### src/rtl/ctf_pkg.sv
// Shared types and constants for the IMU tilt complementary filter.
// Holds the payload structs, the sequencer phases and the arctangent table.
// No dependencies.
package ctf_pkg;

	typedef struct packed {
		logic signed [15:0] accel_x;
		logic signed [15:0] accel_y;
		logic signed [15:0] accel_z;
		logic signed [15:0] rate_x;
		logic signed [15:0] rate_y;
		logic signed [15:0] rate_z;
		logic        [15:0] step_us;
	} imu_in_t;

	typedef struct packed {
		logic signed [31:0] roll_deg;
		logic signed [31:0] pitch_deg;
		logic               accel_blended;
	} imu_out_t;

	typedef enum logic [1:0] {
		CFG_BLEND_GAIN    = 2'd0,
		CFG_INITIAL_STEP  = 2'd1,
		CFG_GRAVITY_LEVEL = 2'd2,
		CFG_GRAVITY_BAND  = 2'd3
	} cfg_reg_t;

	typedef enum logic [4:0] {
		PH_IDLE,
		PH_GR_MUL,
		PH_GR_DIV,
		PH_GP_MUL,
		PH_GP_DIV,
		PH_SQ_X,
		PH_SQ_Y,
		PH_SQ_Z,
		PH_SQ_LO,
		PH_SQ_HI,
		PH_SQRT,
		PH_CR_ROLL,
		PH_CR_PITCH,
		PH_BL_RG,
		PH_BL_RA,
		PH_BL_PG,
		PH_BL_PA,
		PH_WB
	} phase_t;

	localparam logic [15:0] BLEND_GAIN_RST    = 16'd62259;
	localparam logic [15:0] INITIAL_STEP_RST  = 16'd1000;
	localparam logic [14:0] GRAVITY_LEVEL_RST = 15'd2509;
	localparam logic [14:0] GRAVITY_BAND_RST  = 15'd128;

	// Serial multiplier operand widths.
	localparam int MUL_AW = 32;
	localparam int MUL_BW = 17;

	// Division by one million with rounding, one quotient bit per cycle.
	localparam int DIV_NW = 45;
	localparam int DIV_QW = 25;
	localparam int DIV_RW = 20;
	localparam logic [DIV_RW:0]   DIV_K    = 21'd1000000;
	localparam logic [DIV_NW-1:0] DIV_HALF = 45'd500000;

	localparam int SQ_IN_W  = 48;
	localparam int SQ_OUT_W = 24;

	localparam int CRD_IN_W = 26;
	localparam int CRD_W    = 44;
	localparam int ATAN_LEN = 24;
	localparam int ATAN_W   = 22;
	localparam logic signed [31:0] DEG180 = 32'sd11796480;

	// atan(2^-i) in Q16.16 degrees.
	localparam logic [ATAN_W-1:0] ATAN_TAB [0:ATAN_LEN-1] = '{
		22'd2949120, 22'd1740967, 22'd919879, 22'd466945, 22'd234379, 22'd117304,
		22'd58666,   22'd29335,   22'd14668,  22'd7334,   22'd3667,   22'd1833,
		22'd917,     22'd458,     22'd229,    22'd115,    22'd57,     22'd29,
		22'd14,      22'd7,       22'd4,      22'd2,      22'd1,      22'd0
	};

endpackage

### src/rtl/imu_tilt_complementary_filter_unit.sv
// Roll and pitch complementary filter for one IMU sample per transaction. A sequencer runs
// every product through one bit-serial 32x17 multiplier, the gyro increments through a
// one-bit-per-cycle divider, and the tilt angles through an iterative square root and
// CORDIC (twice). A sample outside the gravity band skips the square root, CORDIC and
// blend phases and runs seven serial products; a blended sample runs all eleven. One sample
// is processed at a time; the next is taken as soon as the result is in the output register.
module imu_tilt_complementary_filter_unit #(
	parameter int CORDIC_ITERS = 16
) (
	input  logic              clk,
	input  logic              arst_n,
	input  logic              sample_valid,
	output logic              sample_stall,
	input  ctf_pkg::imu_in_t  sample,
	output logic              result_valid,
	input  logic              result_stall,
	output ctf_pkg::imu_out_t result,
	input  logic              cfg_we,
	input  logic [1:0]        cfg_index,
	input  logic [15:0]       cfg_data
);
	import ctf_pkg::*;

	function automatic logic [15:0] abs16(input logic [15:0] v);
		return v[15] ? 16'(-v) : v;
	endfunction

	function automatic logic [31:0] abs32(input logic [31:0] v);
		return v[31] ? 32'(-v) : v;
	endfunction

	function automatic logic signed [31:0] sat32(input logic signed [50:0] v);
		if (v > 51'sd2147483647) begin
			return 32'sh7fffffff;
		end else if (v < -51'sd2147483648) begin
			return 32'sh80000000;
		end else begin
			return $signed(v[31:0]);
		end
	endfunction

	logic [15:0]        blend_gain_q;
	logic [15:0]        init_step_q;
	logic [14:0]        grav_level_q;
	logic [14:0]        grav_band_q;
	logic [15:0]        step_time_q;
	logic signed [31:0] roll_q;
	logic signed [31:0] pitch_q;
	logic signed [15:0] prev_rx_q;
	logic signed [15:0] prev_ry_q;
	imu_in_t            smp_q;
	phase_t             phase_q;
	phase_t             phase_d;
	logic               start_q;

	logic               mul_start;
	logic               div_start;
	logic               sqrt_start;
	logic               crd_start;
	logic               mul_done;
	logic               div_done;
	logic               sqrt_done;
	logic               crd_done;
	logic [MUL_AW-1:0]  mul_a;
	logic [MUL_BW-1:0]  mul_b;
	logic               mul_neg;
	logic [MUL_AW+MUL_BW-1:0] mul_prod;
	logic signed [50:0] mul_sprod;
	logic [31:0]        mag_q;
	logic [DIV_NW-1:0]  div_num;
	logic [DIV_QW-1:0]  div_quo;
	logic [SQ_OUT_W-1:0] sqrt_root;
	logic signed [CRD_IN_W-1:0] crd_y;
	logic signed [CRD_IN_W-1:0] crd_x;
	logic signed [31:0] crd_angle;

	logic signed [16:0] sum_rx;
	logic signed [16:0] sum_ry;
	logic signed [16:0] s_sel;
	logic [16:0]        s_abs;
	logic               roll_axis;
	logic signed [31:0] angle_sel;
	logic signed [50:0] gyro_inc;
	logic signed [50:0] gyro_sum;
	logic signed [50:0] blend_sum;
	logic signed [31:0] gyro_new;
	logic signed [31:0] blend_new;
	logic signed [15:0] lo_s;
	logic [15:0]        hi_u;
	logic [31:0]        sq_x_q;
	logic [31:0]        sq_y_q;
	logic [31:0]        yz_q;
	logic [31:0]        lo2_q;
	logic [32:0]        sum_q;
	logic               inside_now;
	logic               inside_q;
	logic signed [31:0] g_roll_q;
	logic signed [31:0] g_pitch_q;
	logic signed [31:0] a_roll_q;
	logic signed [31:0] a_pitch_q;
	logic signed [31:0] b_roll_q;
	logic signed [31:0] b_pitch_q;
	logic signed [50:0] acc_q;
	logic               accept;
	logic               wb_fire;
	imu_out_t           result_q;
	logic               result_valid_q;

	// Units.
	ctf_mul #(.AW(MUL_AW), .BW(MUL_BW)) u_mul (
		.clk    (clk),
		.arst_n (arst_n),
		.start  (mul_start),
		.a      (mul_a),
		.b      (mul_b),
		.done   (mul_done),
		.prod   (mul_prod)
	);

	ctf_div u_div (
		.clk    (clk),
		.arst_n (arst_n),
		.start  (div_start),
		.num    (div_num),
		.done   (div_done),
		.quo    (div_quo)
	);

	ctf_sqrt u_sqrt (
		.clk      (clk),
		.arst_n   (arst_n),
		.start    (sqrt_start),
		.radicand ({yz_q, 16'b0}),
		.done     (sqrt_done),
		.root     (sqrt_root)
	);

	ctf_cordic #(.ITERS(CORDIC_ITERS)) u_cordic (
		.clk    (clk),
		.arst_n (arst_n),
		.start  (crd_start),
		.y_in   (crd_y),
		.x_in   (crd_x),
		.done   (crd_done),
		.angle  (crd_angle)
	);

	// Gyro path: trapezoid sum of the two rates, scaled by the step time.
	assign sum_rx    = $signed({smp_q.rate_x[15], smp_q.rate_x}) + $signed({prev_rx_q[15], prev_rx_q});
	assign sum_ry    = $signed({smp_q.rate_y[15], smp_q.rate_y}) + $signed({prev_ry_q[15], prev_ry_q});
	assign roll_axis = (phase_q == PH_GR_MUL) || (phase_q == PH_GR_DIV);
	assign s_sel     = roll_axis ? sum_rx : sum_ry;
	assign s_abs     = s_sel[16] ? 17'(-s_sel) : 17'(s_sel);
	assign angle_sel = roll_axis ? roll_q : pitch_q;
	assign div_num   = {2'b00, mag_q, 11'b0} + DIV_HALF;
	assign gyro_inc  = s_sel[16] ? -$signed({26'b0, div_quo}) : $signed({26'b0, div_quo});
	assign gyro_sum  = 51'(angle_sel) + gyro_inc;
	assign gyro_new  = sat32(gyro_sum);

	assign mul_sprod = mul_neg ? -$signed({2'b00, mul_prod}) : $signed({2'b00, mul_prod});
	assign blend_sum = acc_q + mul_sprod + 51'sd32768;
	assign blend_new = sat32(blend_sum >>> 16);

	assign lo_s = $signed({1'b0, grav_level_q}) - $signed({1'b0, grav_band_q});
	assign hi_u = {1'b0, grav_level_q} + {1'b0, grav_band_q};

	// A negative lower bound always passes; the upper square arrives from the multiplier.
	assign inside_now = (lo_s[15] || (sum_q > {1'b0, lo2_q})) && (sum_q < {1'b0, mul_prod[31:0]});

	always_comb begin
		mul_a   = '0;
		mul_b   = '0;
		mul_neg = 1'b0;
		case (phase_q)
			PH_GR_MUL, PH_GP_MUL: begin
				mul_a = {16'b0, step_time_q};
				mul_b = s_abs;
			end
			PH_SQ_X: begin
				mul_a = {16'b0, abs16(smp_q.accel_x)};
				mul_b = {1'b0, abs16(smp_q.accel_x)};
			end
			PH_SQ_Y: begin
				mul_a = {16'b0, abs16(smp_q.accel_y)};
				mul_b = {1'b0, abs16(smp_q.accel_y)};
			end
			PH_SQ_Z: begin
				mul_a = {16'b0, abs16(smp_q.accel_z)};
				mul_b = {1'b0, abs16(smp_q.accel_z)};
			end
			PH_SQ_LO: begin
				mul_a = {16'b0, lo_s};
				mul_b = {1'b0, lo_s};
			end
			PH_SQ_HI: begin
				mul_a = {16'b0, hi_u};
				mul_b = {1'b0, hi_u};
			end
			PH_BL_RG: begin
				mul_a   = abs32(g_roll_q);
				mul_b   = {1'b0, blend_gain_q};
				mul_neg = g_roll_q[31];
			end
			PH_BL_RA: begin
				mul_a   = abs32(a_roll_q);
				mul_b   = 17'h10000 - {1'b0, blend_gain_q};
				mul_neg = a_roll_q[31];
			end
			PH_BL_PG: begin
				mul_a   = abs32(g_pitch_q);
				mul_b   = {1'b0, blend_gain_q};
				mul_neg = g_pitch_q[31];
			end
			PH_BL_PA: begin
				mul_a   = abs32(a_pitch_q);
				mul_b   = 17'h10000 - {1'b0, blend_gain_q};
				mul_neg = a_pitch_q[31];
			end
			default: begin
				mul_a = '0;
			end
		endcase
	end

	always_comb begin
		if (phase_q == PH_CR_PITCH) begin
			crd_y = -$signed({{2{smp_q.accel_x[15]}}, smp_q.accel_x, 8'b0});
			crd_x = $signed({2'b00, sqrt_root});
		end else begin
			crd_y = $signed({{2{smp_q.accel_y[15]}}, smp_q.accel_y, 8'b0});
			crd_x = $signed({{2{smp_q.accel_z[15]}}, smp_q.accel_z, 8'b0});
		end
	end

	// Next phase.
	always_comb begin
		phase_d = phase_q;
		case (phase_q)
			PH_IDLE:     if (sample_valid) phase_d = PH_GR_MUL;
			PH_GR_MUL:   if (mul_done) phase_d = PH_GR_DIV;
			PH_GR_DIV:   if (div_done) phase_d = PH_GP_MUL;
			PH_GP_MUL:   if (mul_done) phase_d = PH_GP_DIV;
			PH_GP_DIV:   if (div_done) phase_d = PH_SQ_X;
			PH_SQ_X:     if (mul_done) phase_d = PH_SQ_Y;
			PH_SQ_Y:     if (mul_done) phase_d = PH_SQ_Z;
			PH_SQ_Z:     if (mul_done) phase_d = PH_SQ_LO;
			PH_SQ_LO:    if (mul_done) phase_d = PH_SQ_HI;
			PH_SQ_HI:    if (mul_done) phase_d = inside_now ? PH_SQRT : PH_WB;
			PH_SQRT:     if (sqrt_done) phase_d = PH_CR_ROLL;
			PH_CR_ROLL:  if (crd_done) phase_d = PH_CR_PITCH;
			PH_CR_PITCH: if (crd_done) phase_d = PH_BL_RG;
			PH_BL_RG:    if (mul_done) phase_d = PH_BL_RA;
			PH_BL_RA:    if (mul_done) phase_d = PH_BL_PG;
			PH_BL_PG:    if (mul_done) phase_d = PH_BL_PA;
			PH_BL_PA:    if (mul_done) phase_d = PH_WB;
			PH_WB:       if (!result_valid_q || !result_stall) phase_d = PH_IDLE;
			default:     phase_d = PH_IDLE;
		endcase
	end

	// Phase outputs.
	always_comb begin
		mul_start  = 1'b0;
		div_start  = 1'b0;
		sqrt_start = 1'b0;
		crd_start  = 1'b0;
		wb_fire    = 1'b0;
		case (phase_q)
			PH_GR_MUL, PH_GP_MUL, PH_SQ_X, PH_SQ_Y, PH_SQ_Z, PH_SQ_LO, PH_SQ_HI,
			PH_BL_RG, PH_BL_RA, PH_BL_PG, PH_BL_PA: mul_start = start_q;
			PH_GR_DIV, PH_GP_DIV:                   div_start = start_q;
			PH_SQRT:                                sqrt_start = start_q;
			PH_CR_ROLL, PH_CR_PITCH:                crd_start = start_q;
			PH_WB:                                  wb_fire = !result_valid_q || !result_stall;
			default:                                wb_fire = 1'b0;
		endcase
	end

	assign sample_stall = (phase_q != PH_IDLE);
	assign accept       = sample_valid && !sample_stall;

	always_ff @(posedge clk or negedge arst_n) begin
		if (!arst_n) begin
			blend_gain_q   <= BLEND_GAIN_RST;
			init_step_q    <= INITIAL_STEP_RST;
			grav_level_q   <= GRAVITY_LEVEL_RST;
			grav_band_q    <= GRAVITY_BAND_RST;
			step_time_q    <= INITIAL_STEP_RST;
			roll_q         <= '0;
			pitch_q        <= '0;
			prev_rx_q      <= '0;
			prev_ry_q      <= '0;
			phase_q        <= PH_IDLE;
			start_q        <= 1'b0;
			result_valid_q <= 1'b0;
		end else begin
			phase_q <= phase_d;
			start_q <= (phase_d != phase_q);
			if (cfg_we) begin
				case (cfg_reg_t'(cfg_index))
					CFG_BLEND_GAIN:    blend_gain_q <= cfg_data;
					CFG_INITIAL_STEP: begin
						init_step_q <= cfg_data;
						step_time_q <= cfg_data;
					end
					CFG_GRAVITY_LEVEL: grav_level_q <= cfg_data[14:0];
					CFG_GRAVITY_BAND:  grav_band_q <= cfg_data[14:0];
					default:           blend_gain_q <= blend_gain_q;
				endcase
			end else if (accept && (sample.step_us != '0)) begin
				step_time_q <= sample.step_us;
			end
			if (wb_fire) begin
				roll_q         <= inside_q ? b_roll_q : g_roll_q;
				pitch_q        <= inside_q ? b_pitch_q : g_pitch_q;
				prev_rx_q      <= smp_q.rate_x;
				prev_ry_q      <= smp_q.rate_y;
				result_valid_q <= 1'b1;
			end else if (!result_stall) begin
				result_valid_q <= 1'b0;
			end
		end
	end

	always_ff @(posedge clk) begin
		if (accept) begin
			smp_q <= sample;
		end
		if (mul_done) begin
			case (phase_q)
				PH_GR_MUL, PH_GP_MUL: mag_q <= mul_prod[31:0];
				PH_SQ_X:              sq_x_q <= mul_prod[31:0];
				PH_SQ_Y:              sq_y_q <= mul_prod[31:0];
				PH_SQ_Z:              yz_q <= sq_y_q + mul_prod[31:0];
				PH_SQ_LO: begin
					lo2_q <= mul_prod[31:0];
					sum_q <= {1'b0, yz_q} + {1'b0, sq_x_q};
				end
				PH_SQ_HI:             inside_q <= inside_now;
				PH_BL_RG, PH_BL_PG:   acc_q <= mul_sprod;
				PH_BL_RA:             b_roll_q <= blend_new;
				PH_BL_PA:             b_pitch_q <= blend_new;
				default:              acc_q <= acc_q;
			endcase
		end
		if (div_done) begin
			if (phase_q == PH_GR_DIV) begin
				g_roll_q <= gyro_new;
			end else begin
				g_pitch_q <= gyro_new;
			end
		end
		if (crd_done) begin
			if (phase_q == PH_CR_ROLL) begin
				a_roll_q <= crd_angle;
			end else begin
				a_pitch_q <= crd_angle;
			end
		end
		if (wb_fire) begin
			result_q.roll_deg      <= inside_q ? b_roll_q : g_roll_q;
			result_q.pitch_deg     <= inside_q ? b_pitch_q : g_pitch_q;
			result_q.accel_blended <= inside_q;
		end
	end

	assign result_valid = result_valid_q;
	assign result       = result_q;

endmodule

### src/rtl/ctf_mul.sv
// Bit-serial shift-add multiplier, one multiplier bit per cycle.
// Unsigned operands; uses no package.
module ctf_mul #(
	parameter int AW = 32,
	parameter int BW = 17
) (
	input  logic            clk,
	input  logic            arst_n,
	input  logic            start,
	input  logic [AW-1:0]   a,
	input  logic [BW-1:0]   b,
	output logic            done,
	output logic [AW+BW-1:0] prod
);
	localparam int CW = $clog2(BW + 1);
	localparam logic [CW-1:0] LAST = CW'(BW - 1);

	logic [AW-1:0]    a_q;
	logic [AW+BW-1:0] acc_q;
	logic [CW-1:0]    cnt_q;
	logic             busy_q;
	logic             done_q;
	logic [AW:0]      hi_sum;

	// The multiplier sits in the low BW bits of the accumulator and shifts out.
	assign hi_sum = {1'b0, acc_q[AW+BW-1:BW]} + (acc_q[0] ? {1'b0, a_q} : {(AW+1){1'b0}});

	always_ff @(posedge clk or negedge arst_n) begin
		if (!arst_n) begin
			busy_q <= 1'b0;
			cnt_q  <= '0;
			done_q <= 1'b0;
		end else begin
			done_q <= 1'b0;
			if (start) begin
				busy_q <= 1'b1;
				cnt_q  <= '0;
			end else if (busy_q) begin
				cnt_q <= cnt_q + 1'b1;
				if (cnt_q == LAST) begin
					busy_q <= 1'b0;
					done_q <= 1'b1;
				end
			end
		end
	end

	always_ff @(posedge clk) begin
		if (start) begin
			a_q   <= a;
			acc_q <= {{AW{1'b0}}, b};
		end else if (busy_q) begin
			acc_q <= {hi_sum, acc_q[BW-1:1]};
		end
	end

	assign done = done_q;
	assign prod = acc_q;

endmodule

### src/rtl/ctf_div.sv
// Restoring divider by the constant one million, one quotient bit per cycle.
// Depends on ctf_pkg for widths and the divisor.
module ctf_div (
	input  logic                         clk,
	input  logic                         arst_n,
	input  logic                         start,
	input  logic [ctf_pkg::DIV_NW-1:0]   num,
	output logic                         done,
	output logic [ctf_pkg::DIV_QW-1:0]   quo
);
	import ctf_pkg::*;

	localparam logic [4:0] LAST = 5'(DIV_QW - 1);

	logic [DIV_RW-1:0] rem_q;
	logic [DIV_QW-1:0] qd_q;
	logic [4:0]        cnt_q;
	logic              busy_q;
	logic              done_q;
	logic [DIV_RW:0]   trial;
	logic              ge;
	logic [DIV_RW:0]   diff;

	assign trial = {rem_q, qd_q[DIV_QW-1]};
	assign ge    = trial >= DIV_K;
	assign diff  = trial - DIV_K;

	always_ff @(posedge clk or negedge arst_n) begin
		if (!arst_n) begin
			busy_q <= 1'b0;
			cnt_q  <= '0;
			done_q <= 1'b0;
		end else begin
			done_q <= 1'b0;
			if (start) begin
				busy_q <= 1'b1;
				cnt_q  <= '0;
			end else if (busy_q) begin
				cnt_q <= cnt_q + 1'b1;
				if (cnt_q == LAST) begin
					busy_q <= 1'b0;
					done_q <= 1'b1;
				end
			end
		end
	end

	// The upper dividend bits always stay below the divisor, so they seed the remainder.
	always_ff @(posedge clk) begin
		if (start) begin
			rem_q <= num[DIV_NW-1:DIV_QW];
			qd_q  <= num[DIV_QW-1:0];
		end else if (busy_q) begin
			rem_q <= ge ? diff[DIV_RW-1:0] : trial[DIV_RW-1:0];
			qd_q  <= {qd_q[DIV_QW-2:0], ge};
		end
	end

	assign done = done_q;
	assign quo  = qd_q;

endmodule

### src/rtl/ctf_sqrt.sv
// Digit-by-digit integer square root, two radicand bits per cycle.
// Depends on ctf_pkg for widths.
module ctf_sqrt (
	input  logic                          clk,
	input  logic                          arst_n,
	input  logic                          start,
	input  logic [ctf_pkg::SQ_IN_W-1:0]   radicand,
	output logic                          done,
	output logic [ctf_pkg::SQ_OUT_W-1:0]  root
);
	import ctf_pkg::*;

	localparam logic [4:0] LAST = 5'(SQ_OUT_W - 1);

	logic [SQ_IN_W-1:0]  v_q;
	logic [SQ_OUT_W:0]   rem_q;
	logic [SQ_OUT_W-1:0] root_q;
	logic [4:0]          cnt_q;
	logic                busy_q;
	logic                done_q;
	logic [SQ_OUT_W+2:0] cur;
	logic [SQ_OUT_W+2:0] trial;
	logic [SQ_OUT_W+2:0] diff;
	logic                ge;

	assign cur   = {rem_q, v_q[SQ_IN_W-1:SQ_IN_W-2]};
	assign trial = {1'b0, root_q, 2'b01};
	assign ge    = cur >= trial;
	assign diff  = cur - trial;

	always_ff @(posedge clk or negedge arst_n) begin
		if (!arst_n) begin
			busy_q <= 1'b0;
			cnt_q  <= '0;
			done_q <= 1'b0;
		end else begin
			done_q <= 1'b0;
			if (start) begin
				busy_q <= 1'b1;
				cnt_q  <= '0;
			end else if (busy_q) begin
				cnt_q <= cnt_q + 1'b1;
				if (cnt_q == LAST) begin
					busy_q <= 1'b0;
					done_q <= 1'b1;
				end
			end
		end
	end

	// The remainder never exceeds twice the partial root, so it fits one bit over the root.
	always_ff @(posedge clk) begin
		if (start) begin
			v_q    <= radicand;
			rem_q  <= '0;
			root_q <= '0;
		end else if (busy_q) begin
			v_q    <= {v_q[SQ_IN_W-3:0], 2'b00};
			rem_q  <= ge ? diff[SQ_OUT_W:0] : cur[SQ_OUT_W:0];
			root_q <= {root_q[SQ_OUT_W-2:0], ge};
		end
	end

	assign done = done_q;
	assign root = root_q;

endmodule

### src/rtl/ctf_cordic.sv
// Iterative CORDIC vectoring unit giving atan2 in Q16.16 degrees, one step per cycle.
// Depends on ctf_pkg for widths and the arctangent table.
module ctf_cordic #(
	parameter int ITERS = 16
) (
	input  logic                                clk,
	input  logic                                arst_n,
	input  logic                                start,
	input  logic signed [ctf_pkg::CRD_IN_W-1:0] y_in,
	input  logic signed [ctf_pkg::CRD_IN_W-1:0] x_in,
	output logic                                done,
	output logic signed [31:0]                  angle
);
	import ctf_pkg::*;

	localparam int N  = (ITERS > ATAN_LEN) ? ATAN_LEN : ITERS;
	localparam int CW = $clog2(ATAN_LEN);
	localparam logic [CW-1:0] LAST = CW'(N - 1);

	logic signed [CRD_W-1:0]    x_q;
	logic signed [CRD_W-1:0]    y_q;
	logic signed [31:0]         z_q;
	logic                       zero_q;
	logic [CW-1:0]              cnt_q;
	logic                       busy_q;
	logic                       done_q;
	logic signed [CRD_W-1:0]    dx;
	logic signed [CRD_W-1:0]    dy;
	logic signed [31:0]         tab;
	logic                       y_pos;
	logic                       x_neg;
	logic signed [CRD_IN_W-1:0] xs;
	logic signed [CRD_IN_W-1:0] ys;

	assign dx    = y_q >>> cnt_q;
	assign dy    = x_q >>> cnt_q;
	assign tab   = $signed({{(32-ATAN_W){1'b0}}, ATAN_TAB[cnt_q]});
	assign y_pos = !y_q[CRD_W-1] && (y_q != '0);
	assign x_neg = x_in[CRD_IN_W-1];
	assign xs    = x_neg ? -x_in : x_in;
	assign ys    = x_neg ? -y_in : y_in;

	always_ff @(posedge clk or negedge arst_n) begin
		if (!arst_n) begin
			busy_q <= 1'b0;
			cnt_q  <= '0;
			done_q <= 1'b0;
		end else begin
			done_q <= 1'b0;
			if (start) begin
				busy_q <= 1'b1;
				cnt_q  <= '0;
			end else if (busy_q) begin
				cnt_q <= cnt_q + 1'b1;
				if (cnt_q == LAST) begin
					busy_q <= 1'b0;
					done_q <= 1'b1;
				end
			end
		end
	end

	// A vector in the left half plane is turned by 180 degrees before the iterations.
	always_ff @(posedge clk) begin
		if (start) begin
			zero_q <= (x_in == '0) && (y_in == '0);
			x_q    <= $signed({{(CRD_W-CRD_IN_W-16){xs[CRD_IN_W-1]}}, xs, 16'b0});
			y_q    <= $signed({{(CRD_W-CRD_IN_W-16){ys[CRD_IN_W-1]}}, ys, 16'b0});
			if (x_neg) begin
				z_q <= y_in[CRD_IN_W-1] ? -DEG180 : DEG180;
			end else begin
				z_q <= '0;
			end
		end else if (busy_q) begin
			if (y_pos) begin
				x_q <= x_q + dx;
				y_q <= y_q - dy;
				z_q <= z_q + tab;
			end else begin
				x_q <= x_q - dx;
				y_q <= y_q + dy;
				z_q <= z_q - tab;
			end
		end
	end

	assign done  = done_q;
	assign angle = zero_q ? 32'sd0 : z_q;

endmodule

### config.mk
export PLATFORM = sky130hd
export DESIGN_NAME = imu_tilt_complementary_filter_unit
export DESIGN_NICKNAME = d
export VERILOG_FILES = /design/src/rtl/ctf_pkg.sv /design/src/rtl/imu_tilt_complementary_filter_unit.sv /design/src/rtl/ctf_mul.sv /design/src/rtl/ctf_div.sv /design/src/rtl/ctf_sqrt.sv /design/src/rtl/ctf_cordic.sv
export SDC_FILE = /design/constraint.sdc
export NUM_CORES = 2
export LEC_CHECK = 0
export ABC_CLOCK_PERIOD_IN_PS = 7840
export BUFFER_PORTS_ARGS = -buffer_cell sky130_fd_sc_hd__buf_2
export CORE_UTILIZATION = 51
export DETAILED_ROUTE_END_ITERATION = 6
export GPL_TIMING_DRIVEN = 0
export PLACE_DENSITY = 0.7
export SYNTH_ARGS = -nofsm -noshare
export SYNTH_HDL_FRONTEND = slang
export SYNTH_SLANG_ARGS = --single-unit
### constraint.sdc
create_clock -name clk -period 7.84 [get_ports clk]
set_clock_uncertainty 0.05 [all_clocks]
set_input_delay 0.392 -clock clk [delete_from_list [all_inputs] [get_ports clk]]
set_output_delay 0.392 -clock clk [all_outputs]
set_load 0.01 [all_outputs]
# Word level (Yosys, flattened, before mapping)
# Memory sizes are Yosys's and may differ from the RTL's.
# Cells that the tools add are included.
# classes
add_sub_neg,37
magnitude_cmp,9
eq_ne,27
shifts,2
muxes,112
n_bitwise,3
n_reduce_logical,47
# ops
op,count
$mux W32,18
$pmux W32 S10,1
$mux W44,6
$pmux W17 S8,1
$mux W5,27
$neg A32 Y32,4
$mux W26,4
$mux W51,2
$mux W16,6
$mux W48,2
$pmux W5 S18,1
$add A44 B44 Y44,2
$sshr A44 B5 Y44,2
$sub A44 B44 Y44,2
$mux W25,3
$mux W17,4
$add A32 B32 Y33,2
$mux W20,3
$logic_not A26 Y1,2
$neg A26 Y26,2
$add A32 B51 Y51,1
$add A51 B17 Y51 const B,1
$add A51 B51 Y51,1
$gt A51 B32 Y1 const B,1
50 further kinds,139
# totals
register_bits,1103
romBits,704
out_inout_bits,67
word_cells,297
mem_count,1
# mem_list
memory,words,width,read_ports,rd_ports_with_merged_regs,wr,line_no,rtl
(name not given),32,22,1,0,0,ctf_cordic.sv:37,"assign tab = $signed({{(32-ATAN_W){1'b0}}, ATAN_TAB[cnt_q]});"

# Longest topological paths before layout
# logic_depth
depth_word,8
ltp_mapped,33
depth_no_buf,29

# By module
# From an unflattened synthesis, not the netlist that was laid out.
# hier_totals
hier_cells,8204
hier_area_um2,81409.3
# modules_own_cells
module,instances,cells_each,area_per_inst_um2,seq_area_each_um2
imu_tilt_complementary_filter_unit,1,4460,46722.3,21635.8
ctf_cordic,1,2487,21295.4,3488.3
ctf_sqrt,1,550,5690.5,2597.5
ctf_mul,1,505,5064.9,2287.2
ctf_div,1,202,2636.3,1526.5

# Least setup slack after synthesis
# Ideal clock, no wire load.
# synth_timing
path_type,flip-flop to flip-flop
start,register prev_ry_q[0]
end,register g_pitch_q[8] (data pin)
t_arrival_ns,6.809
t_required_ns,7.654
slack_ns,0.846
stages_incl_launch_ff,33
n_path_buf,3
synth_period_minus_slack_ns,6.994
cell_sequence,dfrtp_1 ha_1 inv_1 fa_1 nor2b_1 o31a_1 o211ai_1 a21oi_1 nor4_1 o21bai_1 a41oi_1 and3_1 o32ai_1 clkbuf_1 clkbuf_1 a21oi_1 xor2_1 ha_1 a211o_1 a31oi_1 o211ai_1 o211ai_1 a21oi_1 a31o_2 a221o_1 xnor2_1 or4_1 nor3_1 nor3b_1 nand4_1 o41ai_2 buf_2 a31o_1
# synth_via
elab_chain_len,7
# synth_lines
element,line_no,rtl
"start, declared",imu_tilt_complementary_filter_unit.sv:50,logic signed [15:0] prev_ry_q;
"start signal, assigned",imu_tilt_complementary_filter_unit.sv:317,prev_ry_q <= smp_q.rate_y;
$add A16 B16 Y17 *,imu_tilt_complementary_filter_unit.sv:150,"assign sum_ry = $signed({smp_q.rate_y[15], smp_q.rate_y}) + $signed({prev_ry_q[15], prev_ry_q});"
$mux W17 *,imu_tilt_complementary_filter_unit.sv:152,assign s_sel = roll_axis ? sum_rx : sum_ry;
$mux W51 *,imu_tilt_complementary_filter_unit.sv:156,"assign gyro_inc = s_sel[16] ? -$signed({26'b0, div_quo}) : $signed({26'b0, div_quo});"
$add A32 B51 Y51 *,imu_tilt_complementary_filter_unit.sv:157,assign gyro_sum = 51'(angle_sel) + gyro_inc;
$lt A51 B32 Y1,imu_tilt_complementary_filter_unit.sv:35,end else if (v < -51'sd2147483648) begin
$mux W32,imu_tilt_complementary_filter_unit.sv:35,
$mux W32 *,imu_tilt_complementary_filter_unit.sv:33,if (v > 51'sd2147483647) begin
named net gyro_new[8],imu_tilt_complementary_filter_unit.sv:86,logic signed [31:0] gyro_new;
"end signal, assigned",imu_tilt_complementary_filter_unit.sv:350,g_pitch_q <= gyro_new;
"end, declared",imu_tilt_complementary_filter_unit.sv:98,logic signed [31:0] g_pitch_q;
# The timed path passes the listed nets; every way through them passes the cells marked *.
# A chain may end at the register's enable or synchronous reset.

# Final worst setup path
# layout_timing
start,register u_cordic.cnt_q[4]
end,register u_cordic.x_q[43] (data pin)
# layout_via
elab_chain_len,5
# layout_lines
element,line_no,rtl
"start, declared",ctf_cordic.sv:24,logic [CW-1:0] cnt_q;
"start signal, assigned",ctf_cordic.sv:54,cnt_q <= cnt_q + 1'b1;
$sshr A44 B5 Y44 *,ctf_cordic.sv:35,assign dx = y_q >>> cnt_q;
$sub A44 B44 Y44 or $add A44 B44 Y44 (tied branches),"ctf_cordic.sv:80, ctf_cordic.sv:76",
$mux W44 *,ctf_cordic.sv:75,if (y_pos) begin
$mux W44 *,ctf_cordic.sv:74,end else if (busy_q) begin
$mux W44 *,ctf_cordic.sv:65,if (start) begin
"end signal, assigned",ctf_cordic.sv:67,"x_q <= $signed({{(CRD_W-CRD_IN_W-16){xs[CRD_IN_W-1]}}, xs, 16'b0});"
"end signal, assigned",ctf_cordic.sv:76,x_q <= x_q + dx;
"end signal, assigned",ctf_cordic.sv:80,x_q <= x_q - dx;
"end, declared",ctf_cordic.sv:20,logic signed [CRD_W-1:0] x_q;
# Mark *: on every way between the ends. The rest lies on a longest branch, timed or not. The select of a mux whose other input is x is not followed.

==> flow_metrics.py <==
metrics = {
    "placed_design": {
        "dp_hpwl_um": 222000,
        "dpl_cell_area_um2": 81500,
        "numPortBuffers": 185,
        "gp_congestion": 1.03,
        "dpl_worst_slack_ns": -2.22,
    },
    "floorplan": {
        "rows": 142,
        "die_w_um": 392,
        "initial_core_util": 0.515,
        "dieArea_um2": 154000,
        "coreArea_um2": 150000,
        "ioPinCount": 202,
        "die_h_um": 392,
    },
    "pwr": {
        "pwr-share-clk": 0.263,
        "power_switching_mw": 8.86,
        "ir_worst_vdd_v": 0.000249,
        "switching_share": 0.389,
        "internal_power_mw": 13.9,
        "combinationalPowerShare": 0.384,
        "pwr-share-seq": 0.353,
        "p_leak_nw": 35.9,
        "p_per_area_nw_per_um2": 258,
    },
    "critical_path": {
        "worst-r2r-cell-count": 28,
        "worstReg2RegStart": "u_cordic.cnt_q[4]",
        "start_kind": "flop",
        "arrival_ns": 8.27,
        "regToRegEndpoint": "u_cordic.x_q[43]",
        "cp.required_ns": 8.25,
        "path_common_cell": "nor2_1",
        "path_class": "flop to flop",
        "rrSetupSlack_ns": -0.03,
        "critPathCaptureType": "flop",
        "slowest_delay_ns": 0.81,
        "worstPathMaxFanout": 10,
        "cp_slowest_cell": "buf_1",
    },
    "drt": {
        "wl_per_cell_um": 27.3,
        "dr_wl_met2_um": 119000,
        "drt_iter0_drc": 8168,
        "wl_um": 286000,
        "drc": 0,
        "vias": 67236,
        "via_per_inst": 6.42,
        "first_pass_iters": 7,
        "met1_length_um": 125000,
        "routed-wl-met3_um": 32000,
        "highest_layer": "met5",
        "ant_nets": 0,
    },
    "worst_hold_path": {
        "hold_path_depth": 5,
        "hold_path.startpoint": "cfg_index[0]",
        "hold_end": "step_time_q[15]",
        "holdCritPathClass": "primary input to flop",
    },
    "synth": {
        "synth_nets": 8543,
        "synth_edf_count": 797,
        "syn_avg_cell_area_um2": 9.87,
        "synth_ff_type": "edfxtp_1",
        "synth_simple_gate_area_frac": 0.140,
        "synth_fa_ha_area_frac": 0.0899,
        "async_flop_share": 0.175,
        "yosysSeqAreaShare": 0.400,
        "synth_top_family_by_area": "compound AO/OA/AOI/OAI gates",
        "synth_compound_area_frac": 0.171,
        "synth_top_area_cell": "edfxtp_1",
        "synthMuxAreaShare": 0.0835,
        "yosysWarnings": 0,
        "netlist_area_um2": 77600,
        "ys_types": 114,
        "synth-xor-area-share": 0.0833,
        "synth_top_area_share": 0.309,
        "synth_cells": 7857,
        "ys_ff_latch": 1103,
        "synth_area_leaders": "edfxtp_1, ha_1, dfrtp_1",
    },
    "layout": {
        "areaGrowthSynthToFinish_pct": 13.9,
        "final_common_cell": "edfxtp_1",
        "fin_nets": 9029,
        "post-route-util": 0.587,
        "final_cell_mix": "edfxtp_1, nand2_1, nor2_1",
        "final_area_um2": 88300,
        "drive_gt1_frac": 0.134,
    },
    "global_route": {
        "track_usage": 0.363,
        "grt_max_degree": 99,
        "antenna_found_initial": 11,
        "grt-ovfl-total": 0,
        "grt_pass1_vias": 62357,
        "grt_pass1_wl_um": 413000,
    },
    "outcome": {
        "outcome": "complete, but fails checks",
        "violations": "max-capacitance violations, max-slew violations, negative setup slack",
    },
    "sta": {
        "tightest_slew_ns": 1.49,
        "finalMaxSlewViolations": 1,
        "timing.setup.tns_ns": -0.0252,
        "whs_ns": 0.102,
        "fmax_ghz": 0.127,
        "setup_viol": 1,
        "hold_viol_final": 0,
        "worst_slack_ns": -0.0252,
        "post-route-period-util": 1.00,
        "min_period_ns": 7.87,
        "relSlewSlack": -0.00930,
    },
    "clock_tree": {
        "cts_made_buffers": 119,
        "root_buffer": "clkbuf_16",
        "clockBufferDepth": 3,
        "path_clk_slew_ns": 0.06,
        "cts_tree": "built",
        "insertion_delay_ns": 0.80,
        "numClockSinks": 1103,
        "htreeDepth": 3,
    },
    "flow_run": {
        "drv_cap": 1,
    },
}
critical path, delay by kind of cell, from the launching register on:
kind / cells / cell delay (ns)
xor+xnor: 2 / 0.30
simple gates: 11 / 1.96
flops: 1 / 0.41
fa+ha+maj: 1 / 0.27
compound gates: 9 / 2.46
buf+inv: 5 / 2.13
through the flow:
| stage | power [mW] | instances |
|---|---|---|
| floorplan | 13.5 | 7857 |
| global placement | 16.0 | 10058 |
| detailed placement | 16.2 | 10077 |
| CTS | 22.4 | 10435 |
| global route | 23.7 | 10465 |
| finish | 22.8 | 10468 |
synthesized netlist by cell type, drive strengths merged (15+ instances only):
cell type  instances
and3              71
a221o             19
inv              291
mux4              97
o21bai            57
mux2             230
nand2b            83
dfstp             24
a211o             16
or3               57
o31ai             86
xor2             299
nand4             57
nor2             603
nor3             120
dfxtp            113
nand3b            18
mux2i            167
nor2b            103
nand3            148
o41ai             37
a21boi            23
o31a              15
o211ai            50
nor4              52
dfrtp            169
nand2            772
o21ai            489
o21a              70
xnor2            436
buf               92
or2               27
a21oi            554
edfxtp           797
or4               40
o22ai             80
a21o             235
ha               540
a211oi            72
a221oi            30
a31oi             67
o221ai            20
and2              81
clkbuf           241
a22oi             29
layer usage:
layer / global-route usage / up-vias
met4: 0.109 / 8
met3: 0.0881 / 478
met1: 0.535 / 33088
li1: - / 30063
met5: 0.00415 / -
met2: 0.522 / 3599
cell families (layout without fill, tap and decap cells):
group / after synthesis / after routing
AO/OA/AOI/OAI: 2064 / 2064
multiplexers: 494 / 494
AND/OR/NAND/NOR: 2284 / 2284
other: 0 / 4
XOR/XNOR: 735 / 735
adder cells (fa/ha/maj): 551 / 551
buffers and inverters: 626 / 1217
flip-flops: 1103 / 1103
power groups by stage:
stage | sequential, mW | clock [mW] | combinational (mW)
after global routing | 8.07 | 6.27 | 9.40
after global placement | 8.10 | 0 | 7.89
final | 8.04 | 5.98 | 8.74
after CTS | 7.98 | 6.05 | 8.38
after detailed placement | 8.09 | 0 | 8.12
after floorplan | 7.69 | 0 | 5.78
how the worst max path moves through the flow:
stage	from	end	slack, ns	depth (start not counted)
5_1_grt	smp_q[32]	g_pitch_q[0]	-0.12	33
2_1_floorplan	prev_ry_q[0]	g_pitch_q[8]	0.85	32
6_report	u_cordic.cnt_q[4]	u_cordic.x_q[43]	-0.03	28
3_3_place_gp	phase_q[3]	g_roll_q[8]	-2.84	26
3_5_place_dp	phase_q[3]	g_roll_q[8]	-2.22	27
4_1_cts	u_cordic.cnt_q[1]	u_cordic.x_q[43]	0.0003	31
state kept, by name (all words and copies together), names as in the netlist, 33 cells and up:
register / flops
smp_q: 80
acc_q: 51
result: 65
u_cordic.x_q: 44
u_mul.prod: 49
sum_q: 33
u_cordic.y_q: 44
cell type report:
cell class,count,area (µm²)
Antenna cell,4,10.0
Fill cell,12879,62100
Sequential cell,1103,31100
Tap cell,2016,2520
Buffer,327,1710
Inverter,293,1100
Multi-Input combinational cell,6128,44900
Timing Repair Buffer,371,2860
Clock buffer,140,3080
Clock inverter,86,1070
what timing repair did:
action	4_1_cts	5_1_grt
gates cloned	0	0
pin swaps	20	37
gates resized for setup	153	172
hold buffers	119	0
setup endpoints to repair	172	148
setup buffers	14	34
hold endpoints to repair	237	0
(Power assumes the default switching activity.)
